## src/rtl/assert_macros.svh

```systemverilog
// ----------------------------------------------------------------------------
// assert_macros.svh
// Shared concurrent assertion macros, clocked on the rising edge and
// disabled while reset is high.
// ----------------------------------------------------------------------------
`ifndef ASSERT_MACROS_SVH
`define ASSERT_MACROS_SVH

// Check a property at every clock edge outside reset.
`define ASSERT_AT(lbl, clk, rst, prop) \
   lbl: assert property (@(posedge clk) disable iff (rst) (prop)) \
      else $error("assertion failed");

// Check that a condition implies another one in the next cycle.
`define ASSERT_NEXT(lbl, clk, rst, cond, expr) \
   lbl: assert property (@(posedge clk) disable iff (rst) (cond) |=> (expr)) \
      else $error("assertion failed");

`endif

```

## src/rtl/dssm_pkg.sv

```systemverilog
// ----------------------------------------------------------------------------
// dssm_pkg
// Types and constants shared by the dual stack shared memory block.
// ----------------------------------------------------------------------------
`timescale 1ns / 1ps

package dssm_pkg;

   localparam int DATA_W        = 32;
   localparam int CAP_W         = 5;
   localparam int DEPTH_DEFAULT = 16;

   localparam logic [CAP_W-1:0] CAP_RESET = 5'd16;
   localparam logic [CAP_W-1:0] CAP_MIN   = 5'd2;
   localparam logic [CAP_W-1:0] CAP_TOP   = 5'd31;

   localparam logic [DATA_W-1:0] POP_UNDERFLOW = 32'hFFFF_FFFF;

   // operation codes
   localparam logic [1:0] FUNC_PUSH       = 2'd0;
   localparam logic [1:0] FUNC_POP_FIRST  = 2'd1;
   localparam logic [1:0] FUNC_POP_SECOND = 2'd2;

   typedef struct packed {
      logic [1:0]               func;
      logic signed [DATA_W-1:0] value_first;
      logic signed [DATA_W-1:0] value_second;
   } req_type;

   typedef struct packed {
      logic signed [DATA_W-1:0] pop_data;
      logic                     overflow_first;
      logic                     overflow_second;
      logic                     underflow;
      logic                     first_empty;
      logic                     second_empty;
      logic                     is_full;
   } rsp_type;

   // controller to datapath commands
   typedef struct packed {
      logic accept;   // step one of a new item
      logic finish;   // step two, result is registered
      logic cfg_wr;   // capacity write, empties both stacks
   } cmd_type;

endpackage

```

## src/rtl/dssm_ctrl.sv

```systemverilog
// ----------------------------------------------------------------------------
// dssm_ctrl
// Two-step sequencer: accept an item, finish it, then strobe the result.
// ----------------------------------------------------------------------------
`timescale 1ns / 1ps

module dssm_ctrl (
   input  logic              clock,
   input  logic              reset,
   input  logic              start,
   output logic              busy,
   input  logic              csr_valid,
   output logic              csr_ready,
   output dssm_pkg::cmd_type cmd,
   output logic              rsp_strobe
);

   localparam logic ST_IDLE = 1'b0;
   localparam logic ST_FIN  = 1'b1;

   logic state_ff;
   logic state_in;
   logic strobe_ff;

   always_comb begin
      unique case (state_ff)
         ST_IDLE: state_in = start ? ST_FIN : ST_IDLE;
         ST_FIN:  state_in = ST_IDLE;
         default: state_in = ST_IDLE;
      endcase
   end

   always_ff @(posedge clock) begin
      if (reset) begin
         state_ff  <= ST_IDLE;
         strobe_ff <= 1'b0;
      end else begin
         state_ff  <= state_in;
         strobe_ff <= cmd.finish;
      end
   end

   assign busy       = (state_ff == ST_FIN);
   assign csr_ready  = !busy;
   assign cmd.accept = start && !busy;
   assign cmd.finish = (state_ff == ST_FIN);
   assign cmd.cfg_wr = csr_valid && csr_ready;
   assign rsp_strobe = strobe_ff;

endmodule

```

## src/rtl/dssm_datapath.sv

```systemverilog
// ----------------------------------------------------------------------------
// dssm_datapath
// Slot memory, stack counts, capacity register and result register.
// ----------------------------------------------------------------------------
`timescale 1ns / 1ps

module dssm_datapath #(
   parameter int DEPTH = dssm_pkg::DEPTH_DEFAULT
) (
   input  logic                            clock,
   input  logic                            reset,
   input  dssm_pkg::cmd_type               cmd,
   input  dssm_pkg::req_type               req_data,
   input  logic [dssm_pkg::CAP_W-1:0]      csr_data,
   output dssm_pkg::rsp_type               rsp_data
);

   localparam int AW      = (DEPTH > 1) ? $clog2(DEPTH) : 1;
   localparam int CW      = dssm_pkg::CAP_W;
   localparam int IW      = (AW > CW) ? AW : CW;
   localparam int CAP_MAX = (DEPTH < 31) ? DEPTH : 31;
   localparam logic [CW-1:0] CAP_MAX_C = CW'(CAP_MAX);

   logic [dssm_pkg::DATA_W-1:0] mem [DEPTH];

   logic [CW-1:0] cap_ff, cap_in;
   logic [CW-1:0] first_ff, first_in;
   logic [CW-1:0] second_ff, second_in;
   logic [1:0]    op_ff;
   logic [dssm_pkg::DATA_W-1:0] vs_ff;
   logic          ovf1_ff, ovf1_in;
   logic          udf_ff, udf_in;
   logic [dssm_pkg::DATA_W-1:0] rd_ff;
   dssm_pkg::rsp_type rsp_ff, rsp_in;

   logic [CW-1:0] cap;
   logic [CW:0]   used;
   logic          full_now;
   logic [CW:0]   used_next;
   logic          mem_we, mem_re;
   logic [CW-1:0] widx, ridx;
   logic [IW-1:0] widx_ext, ridx_ext;
   logic [AW-1:0] waddr, raddr;
   logic [dssm_pkg::DATA_W-1:0] wdata;
   logic          is_pop;

   // clamp the capacity into the usable range
   always_comb begin
      priority if (cap_ff < dssm_pkg::CAP_MIN) begin
         cap = dssm_pkg::CAP_MIN;
      end else if (cap_ff > CAP_MAX_C) begin
         cap = CAP_MAX_C;
      end else begin
         cap = cap_ff;
      end
   end

   assign used     = {1'b0, first_ff} + {1'b0, second_ff};
   assign full_now = (used >= {1'b0, cap});

   always_comb begin
      cap_in    = cap_ff;
      first_in  = first_ff;
      second_in = second_ff;
      ovf1_in   = ovf1_ff;
      udf_in    = udf_ff;
      mem_we    = 1'b0;
      mem_re    = 1'b0;
      widx      = first_ff;
      ridx      = first_ff;
      wdata     = req_data.value_first;
      priority if (cmd.cfg_wr) begin
         cap_in    = csr_data;
         first_in  = '0;
         second_in = '0;
      end else if (cmd.accept) begin
         ovf1_in = 1'b0;
         udf_in  = 1'b0;
         unique case (req_data.func)
            dssm_pkg::FUNC_PUSH: begin
               if (full_now) begin
                  ovf1_in = 1'b1;
               end else begin
                  mem_we   = 1'b1;
                  widx     = first_ff;
                  first_in = first_ff + 1'b1;
               end
            end
            dssm_pkg::FUNC_POP_FIRST: begin
               if (first_ff == '0) begin
                  udf_in = 1'b1;
               end else begin
                  mem_re   = 1'b1;
                  ridx     = first_ff - 1'b1;
                  first_in = first_ff - 1'b1;
               end
            end
            dssm_pkg::FUNC_POP_SECOND: begin
               if (second_ff == '0) begin
                  udf_in = 1'b1;
               end else begin
                  mem_re    = 1'b1;
                  ridx      = cap - second_ff;
                  second_in = second_ff - 1'b1;
               end
            end
            default: begin
            end
         endcase
      end else if (cmd.finish) begin
         if (op_ff == dssm_pkg::FUNC_PUSH && !full_now) begin
            mem_we    = 1'b1;
            widx      = cap - 1'b1 - second_ff;
            wdata     = vs_ff;
            second_in = second_ff + 1'b1;
         end
      end
   end

   assign widx_ext = IW'(widx);
   assign ridx_ext = IW'(ridx);
   assign waddr    = widx_ext[AW-1:0];
   assign raddr    = ridx_ext[AW-1:0];

   // result of step two, flags taken from the counts after the item
   assign used_next = {1'b0, first_in} + {1'b0, second_in};
   assign is_pop    = (op_ff == dssm_pkg::FUNC_POP_FIRST) ||
                      (op_ff == dssm_pkg::FUNC_POP_SECOND);

   always_comb begin
      rsp_in.overflow_first  = ovf1_ff;
      rsp_in.overflow_second = (op_ff == dssm_pkg::FUNC_PUSH) && full_now;
      rsp_in.underflow       = udf_ff;
      rsp_in.first_empty     = (first_in == '0);
      rsp_in.second_empty    = (second_in == '0);
      rsp_in.is_full         = (used_next >= {1'b0, cap});
      priority if (udf_ff) begin
         rsp_in.pop_data = dssm_pkg::POP_UNDERFLOW;
      end else if (is_pop) begin
         rsp_in.pop_data = rd_ff;
      end else begin
         rsp_in.pop_data = '0;
      end
   end

   always_ff @(posedge clock) begin
      if (reset) begin
         cap_ff    <= dssm_pkg::CAP_RESET;
         first_ff  <= '0;
         second_ff <= '0;
      end else begin
         cap_ff    <= cap_in;
         first_ff  <= first_in;
         second_ff <= second_in;
      end
   end

   always_ff @(posedge clock) begin
      ovf1_ff <= ovf1_in;
      udf_ff  <= udf_in;
      if (cmd.accept) begin
         op_ff <= req_data.func;
         vs_ff <= req_data.value_second;
      end
      if (cmd.finish) begin
         rsp_ff <= rsp_in;
      end
   end

   always_ff @(posedge clock) begin
      if (mem_we) begin
         mem[waddr] <= wdata;
      end
      if (mem_re) begin
         rd_ff <= mem[raddr];
      end
   end

   assign rsp_data = rsp_ff;

endmodule

```

## src/rtl/dual_stack_shared_memory_top.sv

```systemverilog
// ----------------------------------------------------------------------------
// dual_stack_shared_memory_top
// Two LIFO stacks sharing one slot memory, growing toward each other.
// ----------------------------------------------------------------------------
// Usage:
//   Request channel: drive req_data and raise start; the item is taken at a
//   rising edge with start high and busy low. func selects push pair, pop
//   of the first stack or pop of the second stack.
//   Result channel: rsp_data is valid for exactly one cycle while rsp_strobe
//   is high. The receiver cannot stall; it must take every result.
//   Config channel: csr_data carries the capacity (clamped to 2..DEPTH and
//   at most 31); it is written when csr_valid and csr_ready are high, and a
//   write empties both stacks. Write only while the block is idle.
// Timing:
//   An item runs through an accept step, for the first memory access (first
//   push write, or the pop read), and a finish step, for the second push write
//   or for the registered read data. The single write port of the slot memory
//   sets this split. rsp_strobe is registered from the finish step, and the
//   result is taken at the edge that ends the strobe. busy is high for one cycle
//   after each accept, so no new item is taken while the last one finishes.
// Reset:
//   Synchronous, active high. Both stacks are emptied and the capacity
//   returns to 16. The slot memory is not cleared; only pushed slots are read.
// ----------------------------------------------------------------------------
`timescale 1ns / 1ps

`include "assert_macros.svh"

module dual_stack_shared_memory_top #(
   parameter int DEPTH = dssm_pkg::DEPTH_DEFAULT
) (
   input  logic                       clock,
   input  logic                       reset,
   // request channel
   input  logic                       start,
   output logic                       busy,
   input  dssm_pkg::req_type          req_data,
   // result channel
   output logic                       rsp_strobe,
   output dssm_pkg::rsp_type          rsp_data,
   // configuration channel
   input  logic                       csr_valid,
   output logic                       csr_ready,
   input  logic [dssm_pkg::CAP_W-1:0] csr_data
);

   dssm_pkg::cmd_type cmd;

   // sequence each item through accept and finish
   dssm_ctrl u_ctrl (
      .clock      (clock),
      .reset      (reset),
      .start      (start),
      .busy       (busy),
      .csr_valid  (csr_valid),
      .csr_ready  (csr_ready),
      .cmd        (cmd),
      .rsp_strobe (rsp_strobe)
   );

   // hold the stacks, the slot memory and the result register
   dssm_datapath #(
      .DEPTH (DEPTH)
   ) u_datapath (
      .clock    (clock),
      .reset    (reset),
      .cmd      (cmd),
      .req_data (req_data),
      .csr_data (csr_data),
      .rsp_data (rsp_data)
   );

   // an accepted item raises busy, blocking the next one
   `ASSERT_NEXT(a_accept_busy, clock, reset, start && !busy, busy)

   // every accepted item yields its result strobe after its finish step
   `ASSERT_AT(a_accept_result, clock, reset, start && !busy |-> ##2 rsp_strobe)

   // results never come in adjacent cycles
   `ASSERT_NEXT(a_strobe_gap, clock, reset, rsp_strobe, !rsp_strobe)

   // an underflow always reports all ones as data and no overflow on the first stack
   `ASSERT_AT(a_underflow_data, clock, reset, rsp_strobe && rsp_data.underflow |-> (rsp_data.pop_data == dssm_pkg::POP_UNDERFLOW) && !rsp_data.overflow_first)

endmodule

```

## config.mk

```make
export PLATFORM = sky130hd
export DESIGN_NAME = dual_stack_shared_memory_top
export DESIGN_NICKNAME = d
export VERILOG_FILES = /design/src/rtl/dssm_pkg.sv /design/src/rtl/dssm_ctrl.sv /design/src/rtl/dssm_datapath.sv /design/src/rtl/dual_stack_shared_memory_top.sv
export VERILOG_INCLUDE_DIRS = /design/src /design/src/rtl
export SDC_FILE = /design/constraint.sdc
export NUM_CORES = 1
export LEC_CHECK = 0
export BUFFER_PORTS_ARGS = -buffer_cell sky130_fd_sc_hd__buf_4
export CAP_MARGIN = 20
export CORE_MARGIN = 8
export CORE_UTILIZATION = 52
export CTS_BUF_LIST = sky130_fd_sc_hd__clkbuf_8
export CTS_CLUSTER_DIAMETER = 80
export DETAILED_ROUTE_END_ITERATION = 6
export GPL_TIMING_DRIVEN = 0
export PLACE_DENSITY = 0.69
export SLEW_MARGIN = 20
export SYNTH_ARGS = -nofsm -noshare
export SYNTH_HDL_FRONTEND = slang
export SYNTH_SLANG_ARGS = --single-unit
```

## constraint.sdc

```tcl
create_clock -name clock -period 13.91 [get_ports clock]
set_input_delay 1.391 -clock clock [delete_from_list [all_inputs] [get_ports clock]]
set_output_delay 1.391 -clock clock [all_outputs]
set_load 0.03 [all_outputs]
```

==> results by group <==
Outcome
  • Outcome: finished, final reports clean

Final layout
  • Diode count: 0
  • Layout area overhead: 15.9%
  • Final core occ: 60.7%
  • Fraction of layout instances using a drive strength above 1: 17.1%
  • Final nets: 1924

Global routing
  • First-pass GRT wire length: 93800 µm
  • Initial antenna violation count: 0
  • Number of global-route vias before repair: 15332
  • Largest net degree at the start of global routing: 30
  • Congestion Overflow GR: 0
  • GRT Overall Usage: 22.2%

STA
  • Worst-margin pin slew: 1.06 ns
  • Final period util: 45.9%
  • Final number of setup-violating endpoints: 0
  • Fmax: 157 MHz
  • Hold Fails Final Rpt: 0
  • Worst clock skew: 0.0360 ns
  • Fin Setup TNS: 0 ns
  • RSZ-0062 raised after global routing: false
  • Max-slew headroom: 28.9%
  • Max Slew Vio Count: 0
  • Fin crit period: 6.38 ns

Synth
  • Synth area leader: edfxtp_1
  • Synth Flop Type: edfxtp_1
  • Ys Warns: 0
  • Post-synth EDFFs: 618
  • Top post-synthesis cells by area: edfxtp_1 73%, mux2i_1 10%, o22ai_1 3.2%
  • Net count after synthesis: 1685
  • Synth cell count leaders: 618 x edfxtp_1, 256 x mux2i_1, 130 x o22ai_1, 126 x nand2_1, 46 x nor2_1
  • Yosys cell types: 61
  • Synthesized area: 25500 µm²
  • Cell with the most instances after synthesis: edfxtp_1
  • Syn_area_per_cell: 16.2 µm²
  • Post-synth ARST share: 0%
  • Register area share after synthesis: 74.0%
  • Post-synth top area share: 72.7%
  • Number of synthesized register bits: 635
  • Mapped Cells: 1574

Drt
  • Via count: 14982
  • Post-DRT Antenna Nets: 0
  • Via-to-Cell Ratio: 5.86
  • DR pass1 iterations: 7
  • Final wirelength: 62700 µm
  • Iteration-0 DRC Markers: 1519
  • WL/cell: 24.5 µm
  • DRC: 0

Critical path
  • Largest delay share family, worst path: compound AO/OA/AOI/OAI gates
  • Slack of the worst reg-to-reg path: 7.53 ns
  • Required @ worst endpoint: 14.34 ns
  • Setup crit end kind: register
  • Worst reg-to-reg path cell count: 22
  • Buffer and inverter count on the worst path: 4
  • Crit-path max cell delay: 0.68 ns
  • Crit-path cells: clkbuf_1, inv_1, fa_1, inv_1, a21o_1, a21oi_1, xnor2_1, ha_1, a211o_1, a31oi_1, nand2_1, mux2_2, o21ai_0, inv_1, ha_1, a21o_1, a21oi_1, xnor2_1, ha_1, nor2b_1, o21ai_0, nand3_1
  • Crit path max-delay cell type: a31oi_1
  • CP max FO: 10
  • Crit Path Category: register to register
  • Crit path DAT: 6.82 ns
  • Worst R2R Start: u_datapath.first_ff[1]
  • Reg-to-Reg End: u_datapath.rsp_data[0]
  • Startpoint Class: register

Clocking
  • Hold buffers post-CTS: 0
  • Post-CTS sizing: 0
  • Worst skew pair latency: 0.70 ns
  • Clock transition at the registers of the reported paths: 0.06 ns
  • Clk root buf: clkbuf_8
  • TritonCTS clock tree: yes
  • Num CTS Buffers: 101
  • Setup repair bufs after CTS: 0
  • CTS max path bufs: 3
  • TritonCTS Sinks: 635
  • H-tree depth: 3

Floorplan
  • Die Wd: 238 µm
  • Die area: 56400 µm²
  • Initial Util: 52.4%
  • # IOs: 116
  • Rows: 81
  • Die Ht: 238 µm
  • CORE AREA: 48700 µm²

Placed design
  • IO Port Bufs: 115
  • DP HPWL: 40200 µm
  • Placer Congestion: 0.868

Hold path
  • Hold_sp: u_datapath.ovf1_ff
  • Worst hold-check path type: register to register
  • Hold path cells: 0
  • Hold EP: u_datapath.rsp_data[5]

Power
  • Leakage power total: 9.95 nW
  • Pwr Density: 126 nW/µm²
  • Worst-case vdd ir drop: 67.0 µV

Run
  • Maximum capacitance violations: 0
-- per-stage QoR --
step	hold slack (ns)	cell area (µm²)	power, mW	std cells	worst slack (ns)
after detailed placement	0.415	27800	2.34	2374	7.65
after floorplan	0.400	25500	2.27	1574	8.72
after global placement	0.403	27200	2.34	2353	5.52
final	0.419	29600	3.72	2556	7.53
after CTS	0.420	29600	3.74	2556	7.59
after global routing	0.455	29600	3.84	2556	7.13
-- power by group --
part / leakage [nW] / internal [mW] / switching (mW)
Combinational: 3.19 / 0.0556 / 0.114
Clock: 1.03 / 0.696 / 0.717
Sequential: 5.73 / 2.13 / 0.00742
-- cell type report --
class	count	area, µm²
clock inverter	81	378
fill	3631	19200
multi-input combinational	829	6280
tap	664	831
clock buffer	101	1390
timing repair buffer	136	1320
buffer	78	365
inverter	32	120
sequential	635	18900
-- cell families (layout without fill, tap and decap cells) --
family / count (synthesis) / count (layout) / synth area share [%]
xor gates and xnor gates: 13 / 13 / 0.446
and+or+nand+nor: 279 / 279 / 5.31
adders and majority gates: 36 / 36 / 1.88
AOI/OAI and AO/OA: 244 / 244 / 6.37
DFF: 635 / 635 / 74.0
muxes: 257 / 257 / 10.1
buffers and inverters: 110 / 428 / 1.90
-- worst max path at each step --
| stage | from | end | cells past startpoint |
|---|---|---|---|
| 3_3_place_gp | u_ctrl.busy | u_datapath.mem[6][16] | 6 |
| 5_1_grt | u_datapath.first_ff[1] | u_datapath.rsp_data[0] | 22 |
| 3_5_place_dp | u_datapath.first_ff[1] | u_datapath.rsp_data[0] | 22 |
| 4_1_cts | u_datapath.first_ff[1] | u_datapath.rsp_data[0] | 22 |
| 6_report | u_datapath.first_ff[1] | u_datapath.rsp_data[0] | 22 |
| 2_1_floorplan | u_datapath.first_ff[1] | u_datapath.mem[2][0] | 14 |
-- worst register-to-register path, stage by stage, from the launching register on --
cell and delay (ns):
dfxtp_1 0.40, clkbuf_1 0.45, inv_1 0.26, fa_1 0.50, inv_1 0.09, a21o_1 0.11
a21oi_1 0.07, xnor2_1 0.13, ha_1 0.32, a211o_1 0.33, a31oi_1 0.68, nand2_1 0.36
mux2_2 0.37, o21ai_0 0.52, inv_1 0.11, ha_1 0.32, a21o_1 0.16, a21oi_1 0.22
xnor2_1 0.15, ha_1 0.24, nor2b_1 0.12, o21ai_0 0.15, nand3_1 0.09
-- registers in the layout (all words and copies together), names as in the netlist --
signal and count:
u_datapath.cap_ff 5, u_datapath.rd_ff 32, u_ctrl.busy 1, u_datapath.op_ff 2, u_datapath.second_ff 5, u_datapath.udf_ff 1
u_datapath.rsp_data 38, u_ctrl.rsp_strobe 1, u_datapath.first_ff 5, u_datapath.mem 512, u_datapath.vs_ff 32, u_datapath.ovf1_ff 1
-- layout by cell type, fill, tap and decap left out, types with 4 or more instances in the layout --
| cell | count |
|---|---|
| edfxtp_1 | 618 |
| mux2i_1 | 256 |
| o22ai_1 | 130 |
| nand2_1 | 126 |
| buf_4 | 116 |
| clkbuf_8 | 101 |
| inv_1 | 65 |
| a21o_1 | 38 |
| buf_2 | 37 |
| clkbuf_1 | 35 |
| or4_1 | 33 |
| ha_1 | 32 |
| clkinv_1 | 30 |
| nor2_1 | 29 |
| a21oi_1 | 22 |
| nor2_4 | 16 |
| dfxtp_1 | 16 |
| nand3_1 | 15 |
| nor2b_1 | 14 |
| buf_12 | 14 |
| o21ai_0 | 9 |
| clkinv_2 | 9 |
| xnor2_1 | 8 |
| nor3_1 | 8 |
| and3_1 | 6 |
| buf_16 | 6 |
| a31oi_1 | 5 |
| nand4_1 | 5 |
| and2_1 | 5 |
| xor2_1 | 5 |
| nand2b_1 | 4 |
| nor4_1 | 4 |
| a22oi_1 | 4 |
| a32oi_1 | 4 |
| fa_1 | 4 |
-- per-layer routing --
layer  vias to the layer above  global-route usage (%)  share of wire, %
li1                       6675                       -                 -
met2                       671                    35.5                47
met3                       124                    3.75               7.8
met1                      7512                    30.4                43
met4                         0                    8.56               2.9
met5                         -                       0                 0
No activity file was read; power rests on OpenSTA's default activity.
